===== src/rtl/core/esc_pkg.sv =====
// ----------------------------------------------------------------------------
// esc_pkg
// Shared types and constants for the environmental sensor compensation block.
// ----------------------------------------------------------------------------
package esc_pkg;

    // Measurement burst as it arrives from the sensor.
    typedef struct packed {
        logic [7:0] press_msb;
        logic [7:0] press_lsb;
        logic [7:0] press_xlsb;
        logic [7:0] temp_msb;
        logic [7:0] temp_lsb;
        logic [7:0] temp_xlsb;
        logic [7:0] hum_msb;
        logic [7:0] hum_lsb;
    } t_in_word;

    // Compensated result.
    typedef struct packed {
        logic signed [31:0] temp_centi;
        logic [31:0]        press_q24_8;
        logic [16:0]        hum_q22_10;
        logic               press_div_zero;
    } t_out_word;

    // Assembled raw readings, as queued between front and back.
    typedef struct packed {
        logic [19:0] adc_p;
        logic [19:0] adc_t;
        logic [15:0] adc_h;
    } t_raw;

    // Calibration register file.
    typedef struct packed {
        logic [47:0] temp;
        logic [63:0] press_lo;
        logic [63:0] press_hi;
        logic [15:0] press_nine;
        logic [63:0] hum;
    } t_coeffs;

    localparam int CFG_IDX_W  = 3;
    localparam int CFG_DATA_W = 64;

    localparam logic [CFG_IDX_W-1:0] REG_TEMP       = 3'd0;
    localparam logic [CFG_IDX_W-1:0] REG_PRESS_LO   = 3'd1;
    localparam logic [CFG_IDX_W-1:0] REG_PRESS_HI   = 3'd2;
    localparam logic [CFG_IDX_W-1:0] REG_PRESS_NINE = 3'd3;
    localparam logic [CFG_IDX_W-1:0] REG_HUM        = 3'd4;

    typedef enum logic [2:0] {
        S_IDLE,
        S_ISSUE,
        S_WAIT,
        S_DIV_ISSUE,
        S_DIV_WAIT,
        S_DONE
    } t_state;

    // Sequencer steps, one shared multiply each.
    typedef logic [4:0] t_step;
    localparam t_step ST_V1  = 5'd0;
    localparam t_step ST_DD  = 5'd1;
    localparam t_step ST_TF  = 5'd2;
    localparam t_step ST_AA  = 5'd3;
    localparam t_step ST_C0  = 5'd4;
    localparam t_step ST_C1  = 5'd5;
    localparam t_step ST_E0  = 5'd6;
    localparam t_step ST_E1  = 5'd7;
    localparam t_step ST_E2  = 5'd8;
    localparam t_step ST_NUM = 5'd9;
    localparam t_step ST_PS  = 5'd10;
    localparam t_step ST_F   = 5'd11;
    localparam t_step ST_G   = 5'd12;
    localparam t_step ST_HA  = 5'd13;
    localparam t_step ST_H6  = 5'd14;
    localparam t_step ST_H3  = 5'd15;
    localparam t_step ST_HB0 = 5'd16;
    localparam t_step ST_HB1 = 5'd17;
    localparam t_step ST_V   = 5'd18;
    localparam t_step ST_W   = 5'd19;
    localparam t_step ST_H1  = 5'd20;

endpackage


===== src/rtl/core/esc_front.sv =====
// ----------------------------------------------------------------------------
// esc_front
// Accepts bursts, assembles the raw readings and queues them for the back.
// ----------------------------------------------------------------------------
module esc_front (
    input  logic             i_clk,
    input  logic             i_rst_n,
    input  logic             i_valid,
    input  esc_pkg::t_in_word i_word,
    output logic             o_stall,
    output logic             o_avail,
    output esc_pkg::t_raw    o_raw,
    input  logic             i_pop
);
    import esc_pkg::*;

    t_raw       r_mem [2];
    logic       r_wr_ptr;
    logic       r_rd_ptr;
    logic [1:0] r_count;
    t_raw       w_raw;
    logic       w_push;

    assign w_raw.adc_p = {i_word.press_msb, i_word.press_lsb, i_word.press_xlsb[7:4]};
    assign w_raw.adc_t = {i_word.temp_msb, i_word.temp_lsb, i_word.temp_xlsb[7:4]};
    assign w_raw.adc_h = {i_word.hum_msb, i_word.hum_lsb};

    assign o_stall = (r_count == 2'd2);
    assign w_push  = i_valid && !o_stall;
    assign o_avail = (r_count != 2'd0);
    assign o_raw   = r_mem[r_rd_ptr];

    always_ff @(posedge i_clk) begin
        if (w_push) begin
            r_mem[r_wr_ptr] <= w_raw;
        end
    end

    always_ff @(posedge i_clk) begin
        if (!i_rst_n) begin
            r_wr_ptr <= 1'b0;
            r_rd_ptr <= 1'b0;
            r_count  <= 2'd0;
        end else begin
            if (w_push) begin
                r_wr_ptr <= ~r_wr_ptr;
            end
            if (i_pop) begin
                r_rd_ptr <= ~r_rd_ptr;
            end
            r_count <= r_count + {1'b0, w_push} - {1'b0, i_pop};
        end
    end

endmodule


===== config.mk =====
export PLATFORM = sky130hd
export DESIGN_NAME = esc_front
export DESIGN_NICKNAME = d
export VERILOG_FILES = /design/src/rtl/core/esc_pkg.sv /design/src/rtl/core/esc_front.sv
export SDC_FILE = /design/constraint.sdc
export NUM_CORES = 1
export LEC_CHECK = 0
export BUFFER_PORTS_ARGS = -buffer_cell sky130_fd_sc_hd__buf_2
export CAP_MARGIN = 20
export CORE_UTILIZATION = 49
export CTS_BUF_LIST = sky130_fd_sc_hd__clkbuf_8
export DETAILED_ROUTE_END_ITERATION = 10
export GPL_TIMING_DRIVEN = 1
export PLACE_DENSITY_LB_ADDON = 0.25
export SYNTH_ARGS = -nofsm -noshare
export SYNTH_HDL_FRONTEND = slang
export SYNTH_SLANG_ARGS = --single-unit

===== constraint.sdc =====
create_clock -name i_clk -period 9.3 [get_ports i_clk]
set_input_delay 0.465 -clock i_clk [delete_from_list [all_inputs] [get_ports i_clk]]
set_output_delay 0.465 -clock i_clk [all_outputs]
set_load 0.005 [all_outputs]

; ---- Word-level counts from Yosys, hierarchy flattened
; Memories as Yosys holds them, arrays and structs flattened. A register that Yosys moved wholly into a read port is not among the register bits.
; Cells that the tools add are included.
; Widths: inputs -> output; s select.
[word_totals]
register_bits = 4
latchBits = 0
mem_bits_rw = 112
n_memories = 1
romBits = 0
word_cells = 16
out_inout_bits = 58
[memory_table]
columns = name, words, width, read_ports, rd_ports_with_merged_regs, wr, line
row1 = r_mem, 2, 56, 1, 1, 1, esc_front.sv:17  ; t_raw r_mem [2];
[classes]
mul = 0
n_reduce_logical = 3
n_shift = 0
eq_ne = 1
n_div = 0
n_mux = 4
bitwise_logic = 2
n_addsub = 2
magnitude_cmp = 0
[op_table]
columns = op, n
row1 = $mux 1, 4
row2 = $add 2x1->2, 1
row3 = $eq 2x2->1 const B, 1
row4 = $not 1->1, 2
row5 = $reduce_bool 2->1, 1
row6 = $sub 2x1->2, 1
row7 = $logic_and 1x1->1, 1
row8 = $logic_not 1->1, 1

; ---- Longest topological paths before layout
; Gate-level depths: netlist of the first run.
[depth]
depth_word = 5
mapped_depth = 8
depth_no_buf = 8

; ---- Worst setup path before layout of the first run
; Ideal clock, no wire load.
[synth_path]
path_kind = input to register
from = input i_valid
to = memory r_mem[0][0] in the netlist's numbering, enable pin
t_required_ns = 8.830
setup_slack_ns = 5.926
cell_stages = 2
path_buffers = 0
t_arrival_ns = 2.904
setup_time_ns = 0.470
path_cell_list = nand2_1 -> nor2_1
[synth_via]
elab_chain_cells = 3
[synth_lines]
columns = element, line
row1 = start: declaration, esc_front.sv:8  ; input logic i_valid,
row2 = $logic_and 1x1->1, esc_front.sv:29  ; assign w_push = i_valid && !o_stall;
row3 = $mux 1, esc_front.sv:34  ; if (w_push) begin
row4 = $mux 1 (not written as such), esc_front.sv:35  ; r_mem[r_wr_ptr] <= w_raw;
row5 = end: declaration, esc_front.sv:17
; No other way between the ends.

==> out/qor.csv, run 1 <==
metric,value,unit
drt total wl,6890,um
Starting Density,50.8,%
"Reg clk slew, reported paths",70,ps
Final Hold Vio Count,0,
clk_lat worst skew,410,ps
fin crit share,26.5,%
clock share of power,29.8,%
drt wl/cell,15.3,um
max-cap viol count,0,
min-delay worst type,input pin to flop,
Sw Pwr,0.307,mW
die width,97.1,um
number of synthesized register bits,117,
post-DR vias/cell,4.83,
Buf/Inv on CP,1,
Startpoint Class,flop,
Int Power,0.984,mW
Max Slew Vio Count,0,
CTS Buf Count,17,
"area leader, netlist",edfxtp_1,
number of synthesized flops with an enable pin,112,
min cycle time layout,2460,ps
Post-route DRC,0,
htree depth,4,
top post-synthesis cells by area,"edfxtp_1 (76%), mux2_4 (14%), mux2_2 (4.1%)",
area grow syn2layout,23.0,%
standard-cell row count,34,
sequential share of the synthesized area,78.1,%
CP top delay family,flip-flops,
CTS tree,yes,
worst hold path depth,1,
Port Buffers,117,
hold worst-path end,r_mem[1][19],
sw frac,23.8,%
final number of setup-violating endpoints,0,
"count leader, synth",edfxtp_1,
RSZ-0062 raised after global routing,no,
CP Max Fanout,56,
core area,8720,um^2
"slowest stage delay, CP",970,ps
Synth Warn #,0,
synthesized area,4430,um^2
slowest CP cell,dfxtp_4,
R2R cell count,4,
CTS max path bufs,2,
status,finished clean,
worst r2r dst,r_mem[0][55],
PwrDens,237,nW/um^2
headroom to the max-slew limit,35.1,%
"FFs w/ async S/R, synth",0,%
kind of end point of the critical path,primary output,
hold path start,i_word[23],
Most used DFF post-synth,edfxtp_1,
initial antenna violation count,0,
"top cells by count, synth","edfxtp_1 (112), mux2_4 (40), mux2_2 (16), buf_6 (5), dfxtp_1 (5)",
sequential power share,54.2,%
Power Total,1.29,mW
io pins,126,
Worst Skew,7.15,ps
Nets,401,
FMAX,406,MHz
post-synth cell types,17,
Vias,2179,
accumulated negative setup slack,0,ps
CTS Sinks,117,
# fillers,647,
share of Yosys cell area claimed by the top area cell type,75.9,%
hold buffer count at cts,0,
drt pass-1 iters,4,
worst-path cell chain,"mux2_2, buf_2",
path type of the worst setup path,flop to primary output,
worst slew pin tran,974,ps
die area,9430,um^2
Final ANT Viol Nets,0,
Worst Path Required,8840,ps
Final Wtd Congestion,0.686,
VDD IR max,114,uV
PostCTS Resize Cnt,0,
largest net degree at the start of global routing,57,
DR iter-0 viols,47,
clock root cell,clkbuf_8,
Avg Inst Size Synth,22.3,um^2
ANT cells,0,
Critical Path AT,2000,ps
first-pass GRT wire length,11000,um
total track usage,15.7,%
Reg2Reg Launch Point,r_count[0],
layout cells sized above 1,60.1,%
vias in the first global route,2322,
"Net Count, Synth",269,
DPL Wire Length,4350,um
Die Y,97.1,um
Worst R2R Setup Slack,7180,ps
leak pwr,2.18,nW
setup bufs post-CTS,0,
"Remaining Overflow, GRT",0,
synthesized instance count,199,
combinational share of power,16.0,%
## power by group through the flow
| stage | sequential (mW) | combinational [mW] | clock, mW |
|---|---|---|---|
| floorplan | 0.698 | 0.136 | 0 |
| global placement | 0.707 | 0.209 | 0 |
| detailed placement | 0.712 | 0.211 | 0 |
| CTS | 0.701 | 0.211 | 0.399 |
| global route | 0.706 | 0.227 | 0.421 |
| finish | 0.699 | 0.206 | 0.385 |
## routing by layer
| layer | vias to the layer above | GRT usage [%] | routed length, um |
|---|---|---|---|
| li1 | 1040 | - | - |
| met1 | 1041 | 16.8 | 2830 |
| met2 | 86 | 26.3 | 3420 |
| met3 | 12 | 7.12 | 536 |
| met4 | 0 | 7.23 | 106 |
| met5 | - | 0 | 0 |
## stage by stage
stage          worst slack, ps  utilization (%)  hold WS (ps)  instance area (um^2)  instances
3_5_place_dp              7080             58.7           501                  5120        420
3_3_place_gp              7080             58.7           499                  5120        420
6_report                  6840             62.5           240                  5450        451
4_1_cts                   6790             62.5           210                  5450        451
2_1_floorplan             5930                -           455                  4430        199
5_1_grt                   6730             62.5           204                  5450        451
## layout make-up
class | instances | area [um^2] | share of cell area, %
Clock inverter | 14 | 97.6 | 1.79
Inverter | 3 | 11.3 | 0.207
Clock buffer | 17 | 234 | 4.29
Multi-Input combinational cell | 73 | 905 | 16.6
Timing Repair Buffer | 119 | 601 | 11.0
Sequential cell | 117 | 3470 | 63.6
Tap cell | 108 | 135 | 2.48
## placed cells by master (no fill, tap or decap), types with 3 or more instances in the layout
cell type and n:
edfxtp_1 112, clkinvlp_4 3, dfxtp_1 4, buf_2 117, clkinv_2 6, inv_1 5
clkbuf_8 17, mux2_2 16, nor2_1 3, mux2_4 40
## sequential cells by signal (all words and copies together) (netlist names), named ones only
| name | flops |
|---|---|
| r_count | 2 |
| r_mem | 112 |
| r_rd_ptr | 1 |
| r_wr_ptr | 1 |
## how the worst max path moves through the flow
stage                     cells after the start    start           end
after floorplan                               2  i_valid   r_mem[0][0]
after global placement                        4  i_valid  r_mem[0][27]
after detailed placement                      4  i_valid  r_mem[0][27]
after CTS                                     2     flop     o_raw[10]
after global routing                          2     flop      o_raw[9]
final                                         2     flop     o_raw[10]
## worst reg2reg max path: stages (launching register included)
cell and delay, ps:
dfxtp_1 340, nand2b_1 160, nand2_1 150, nor2_4 580
buf_4 530
## cells by family after synthesis
kind of cell,Yosys count,share of synthesized area [%]
XOR/XNOR,3,0.593
flip-flops,117,78.1
buffers and inverters,9,1.64
adder cells (fa/ha/maj),2,0.565
multiplexers,57,17.8
AND/OR/NAND/NOR,11,1.21
No activity file was read; power rests on OpenSTA's default activity.
==> inputs of run 2 (changes only) <==
==> constraint.sdc (replaced) <==
create_clock -name i_clk -period 2.5 [get_ports i_clk]
set_input_delay 0.125 -clock i_clk [delete_from_list [all_inputs] [get_ports i_clk]]
set_output_delay 0.125 -clock i_clk [all_outputs]
set_load 0.005 [all_outputs]
==> run 2 against run 1 <==
Sequential power rose to 3.7 times the previous value; worst setup slack worse by 6300 ps; die area unchanged; combinational power rose to 4.3 times the previous value; first-iteration DRC count up 87%; hold slack worse by 220 ps; clock skew about the same; largest cell class unchanged; highest routed layer unchanged.
==> out/qor.csv, run 2 (same netlist as run 1, synthesis figures left out) <==
metric,value,unit,change
min cycle time layout,1970,ps,
area grow syn2layout,37.9,%,
die area,9430,um^2,unchanged
DR iter-0 viols,88,,+87%
ANT cells,0,,unchanged
clock root cell,clkbuf_8,,
drt total wl,7770,um,+13%
"slowest stage delay, CP",610,ps,-360 ps
"most common cell after layout, fill and taps aside",buf_2,,
clock share of power,32.3,%,+2.5 points
Nets,460,,+15%
CTS tree,yes,,
CP Max Fanout,34,,-39%
worst-path cell chain,"buf_12, mux2_2, buf_2",,
htree depth,4,,unchanged
status,finished clean,,
"Reg clk slew, reported paths",60,ps,about the same
Final Wtd Congestion,0.702,,+2.4%
die width,97.1,um,unchanged
initial antenna violation count,0,,unchanged
Post-route DRC,0,,unchanged
placed inst area,5160,um^2,+0.78%
Sw Pwr,1.18,mW,+280%
worst hold path depth,3,,+2
final number of setup-violating endpoints,0,,unchanged
biggest registers after layout,"r_mem x112, r_count x2",,
vias in the first global route,2597,,+12%
io pins,126,,unchanged
sequential cell area,3470,um^2,unchanged
"commonest cells after routing, fill and taps aside","buf_2 (117), edfxtp_1 (112), dlygate4sd3_1 (57), mux2_4 (40), clkbuf_8 (17)",,
first-pass GRT wire length,12300,um,+12%
CTS Buf Count,17,,unchanged
Startpoint Class,flop,,
"Remaining Overflow, GRT",0,,unchanged
slowest CP cell,dfxtp_4,,
Die Y,97.1,um,unchanged
sequential power share,50.4,%,-3.8 points
R2R cell count,8,,+4
Worst Path Required,2380,ps,-6460 ps
PostCTS Resize Cnt,0,,unchanged
Port Buffers,117,,unchanged
standard-cell row count,34,,unchanged
leak pwr,2.46,nW,+13%
accumulated negative setup slack,0,ps,unchanged
FMAX,508,MHz,
sw frac,23.1,%,-0.69 points
max reg flops,112,,unchanged
RSZ-0062 raised after global routing,no,,
largest net degree at the start of global routing,44,,-23%
min-delay worst type,input pin to flop,,
Vias,2424,,+11%
headroom to the max-slew limit,69.3,%,+34 points
kind of end point of the critical path,primary output,,
worst slew pin tran,461,ps,-513 ps
max-cap viol count,0,,unchanged
drt wl/cell,15.2,um,-0.44%
core area,8720,um^2,unchanged
clk_lat worst skew,400,ps,about the same
hold buffer count at cts,57,,+57
path type of the worst setup path,flop to primary output,,
CTS Sinks,117,,unchanged
most flop-heavy register,r_mem,,
final instance area,6110,um^2,+12%
setup bufs post-CTS,0,,unchanged
Max Slew Vio Count,0,,unchanged
Starting Density,50.8,%,unchanged
DPL Wire Length,4590,um,+5.6%
Final Hold Vio Count,0,,unchanged
total track usage,17.5,%,+1.9 points
post-DR vias/cell,4.74,,-1.8%
multi-input logic area,905,um^2,unchanged
fin crit share,78.8,%,
Critical Path AT,1840,ps,-160 ps
# fillers,594,,-8.2%
Final ANT Viol Nets,0,,unchanged
layout cells sized above 1,51.4,%,-8.7 points
VDD IR max,570,uV,+400%
PwrDens,837,nW/um^2,+250%
drt pass-1 iters,4,,unchanged
Worst Skew,7.50,ps,+0.349 ps
CTS max path bufs,2,,unchanged
combinational share of power,17.4,%,+1.4 points
Int Power,3.94,mW,+300%
==> run 2: cell types whose count changed in the layout (fill, tap and decap cells not counted), moves of 2 or more <==
cell / delta
buf_12: +2
dlygate4sd3_1: +57
clkinv_2: -2
bufinv_16: +2
==> run 2: worst paths after layout <==
check / startpoint / endpoint / slack (ps)
max: flop / o_raw[14] / 530
max reg2reg: r_count[0] / r_count[1] / 930
min reg2reg: r_wr_ptr / r_wr_ptr / 520
min: i_pop / flop / 20
==> run 2: stage by stage <==
| step | total power, mW | utilization (%) | setup WS (ps) | cells | hold slack [ps] |
|---|---|---|---|---|---|
| after global placement | 3.42 | 59.2 | 920 | 422 | 312 |
| after global routing | 5.35 | 70.1 | 412 | 511 | 20.9 |
| final | 5.12 | 70.1 | 531 | 511 | 22.7 |
| after floorplan | 3.10 | - | 62.4 | 199 | 224 |
| after CTS | 5.17 | 70.1 | 456 | 511 | 6.71 |
| after detailed placement | 3.45 | 59.2 | 903 | 422 | 316 |
==> run 2: cell type report <==
type / count / share of cell area, %
sequential: 117 / 56.7
clock inverter: 15 / 2.42
inverter: 3 / 0.184
timing repair buffer: 178 / 19.8
multi-input combinational: 73 / 14.8
clock buffer: 17 / 3.83
tap: 108 / 2.21
==> run 2: power groups by stage <==
stage / combinational [mW] / clock, mW / sequential [mW]
after detailed placement: 0.832 / 0 / 2.62
final: 0.889 / 1.65 / 2.58
after CTS: 0.906 / 1.68 / 2.58
after global routing: 0.970 / 1.77 / 2.60
after global placement: 0.822 / 0 / 2.60
after floorplan: 0.509 / 0 / 2.59
==> run 2: critical path: cells and delay by family, from the launching register on <==
kind     cells  cell delay (ps)
buf+inv      2              450
flops        1              610
mux          1              370
==> run 2: metal layers <==
metal	wire [um]	up-vias	global-route usage (%)	share of wire, %
met4	126	0	8.38	1.6
met2	4090	82	30.2	53
met5	0	-	0	0
met3	433	14	5.97	5.6
li1	-	1158	-	-
met1	3130	1170	19.5	40
==> inputs of run 3 (changes only) <==
==> constraint.sdc (replaced) <==
create_clock -name i_clk -period 2 [get_ports i_clk]
set_input_delay 0.1 -clock i_clk [delete_from_list [all_inputs] [get_ports i_clk]]
set_output_delay 0.1 -clock i_clk [all_outputs]
set_load 0.005 [all_outputs]
==> run 3 against run 2 <==
Hold slack better by 110 ps; clock power is 16% higher; critical path depth stayed put; design area is 0.18% higher; worst setup slack worse by 340 ps; clock skew is 4.6 ps higher; die area stayed put; power is 23% higher; wire length is 0.48% lower; largest cell class unchanged.
==> out/qor.csv, run 3 (same netlist as run 1, synthesis figures left out) <==
metric,value,unit,change
status,finished clean,,
RSZ-0062 raised after global routing,no,,
CTS tree,yes,,
"Reg clk slew, reported paths",60,ps,about the same
Worst Skew,12.1,ps,+4.64 ps
drt pass-1 iters,4,,unchanged
standard-cell row count,34,,unchanged
max reg flops,112,,unchanged
kind of end point of the critical path,primary output,,
"commonest cells after routing, fill and taps aside","buf_2 (117), edfxtp_1 (112), dlygate4sd3_1 (58), mux2_4 (40), clkbuf_8 (17)",,
DR iter-0 viols,72,,-18%
Critical Path AT,1710,ps,-130 ps
Worst R2R Setup Slack,380,ps,-550 ps
Port Buffers,117,,unchanged
placed inst area,5190,um^2,+0.53%
vias in the first global route,2660,,+2.4%
area grow syn2layout,38.1,%,
"most common cell after layout, fill and taps aside",buf_2,,
first-pass GRT wire length,12400,um,+1.1%
biggest registers after layout,"r_mem x112, r_count x2",,
accumulated negative setup slack,0,ps,unchanged
Vias,2413,,-0.45%
PwrDens,1020,nW/um^2,+22%
ANT cells,0,,unchanged
Post-route DRC,0,,unchanged
max-cap viol count,0,,unchanged
fin crit share,90.6,%,
path type of the worst setup path,flop to primary output,,
final number of setup-violating endpoints,0,,unchanged
io pins,126,,unchanged
largest net degree at the start of global routing,31,,-30%
drt total wl,7730,um,-0.48%
most flop-heavy register,r_mem,,
Die Y,97.1,um,unchanged
CTS max path bufs,2,,unchanged
min-delay worst type,input pin to flop,,
core area,8720,um^2,unchanged
Nets,463,,+0.65%
min cycle time layout,1810,ps,
CP Max Fanout,20,,-41%
die area,9430,um^2,unchanged
Max Slew Vio Count,0,,unchanged
VDD IR max,626,uV,+9.9%
Final ANT Viol Nets,0,,unchanged
Final Wtd Congestion,0.734,,+4.6%
FMAX,552,MHz,
post-DR vias/cell,4.70,,-0.84%
DPL Wire Length,4700,um,+2.3%
headroom to the max-slew limit,72.4,%,+3.2 points
die width,97.1,um,unchanged
layout cells sized above 1,51.6,%,+0.24 points
Min Hold Slack,136,ps,+113 ps
Final Hold Vio Count,0,,unchanged
CTS Sinks,117,,unchanged
drt wl/cell,15.1,um,-0.86%
setup bufs post-CTS,0,,unchanged
initial antenna violation count,0,,unchanged
"Remaining Overflow, GRT",0,,unchanged
Starting Density,50.8,%,unchanged
worst slew pin tran,414,ps,-47.4 ps
Place WS,395,ps,-508 ps
htree depth,4,,unchanged
post-route worst setup slack,188,ps,-343 ps
leak pwr,2.46,nW,about the same
clk_lat worst skew,400,ps,about the same
PostCTS Resize Cnt,0,,unchanged
Startpoint Class,flop,,
total track usage,17.6,%,+0.056 points
CTS Buf Count,17,,unchanged
clock root cell,clkbuf_8,,
Worst Path Required,1900,ps,-480 ps
final instance area,6120,um^2,+0.18%
-- run 3: area by class of cell --
cell class | instances | area, um^2
inverters | 3 | 11.3
repair buffers | 181 | 1250
flip-flops and latches | 117 | 3470
well taps | 108 | 135
clock buffers | 17 | 234
clock inverters | 14 | 121
multi-input cells | 73 | 905
fillers | 564 | 2600
-- run 3: per-layer routing --
| layer | vias up | wire length, um | GRT usage [%] |
|---|---|---|---|
| met5 | - | 0 | 0 |
| met4 | 0 | 121 | 8.04 |
| li1 | 1162 | - | - |
| met2 | 76 | 4020 | 29.8 |
| met1 | 1161 | 3270 | 20.7 |
| met3 | 14 | 322 | 5.18 |
-- run 3: final timing paths --
kind / endpoint / from / cells after the start
worst max register to register: r_count[1] / r_count[0] / 8
worst min register to register: flop / r_rd_ptr / 2
worst max-delay path: o_raw[4] / flop / 3
worst min-delay path: r_wr_ptr / i_valid / 3
-- run 3: repair_timing --
| action | in CTS | in global routing |
|---|---|---|
| hold buffers | 58 | 0 |
| endpoints found under the setup margin | 0 | 0 |
| hold endpoints to repair | 117 | 0 |
-- run 3: report_power, final --
part / leakage (nW) / internal [mW] / total, mW / switching (mW)
Clock: 0.182 / 1.07 / 1.92 / 0.858
Sequential: 1.09 / 3.10 / 3.21 / 0.109
Combinational: 1.19 / 0.638 / 1.14 / 0.500
Total: 2.46 / 4.81 / 6.28 / 1.47
-- run 3: through the flow --
step | utilization, % | std cells | total power, mW
6_report | 70.2 | 513 | 6.28
5_1_grt | 70.2 | 513 | 6.56
4_1_cts | 70.2 | 513 | 6.35
3_5_place_dp | 59.5 | 424 | 4.33
3_3_place_gp | 59.5 | 424 | 4.30
2_1_floorplan | - | 199 | 3.87
-- run 3: worst max-delay path, stage by stage, from the launching register on --
cell	delay, ps
dfxtp_4	560
buf_12	240
mux2_2	370
buf_2	130
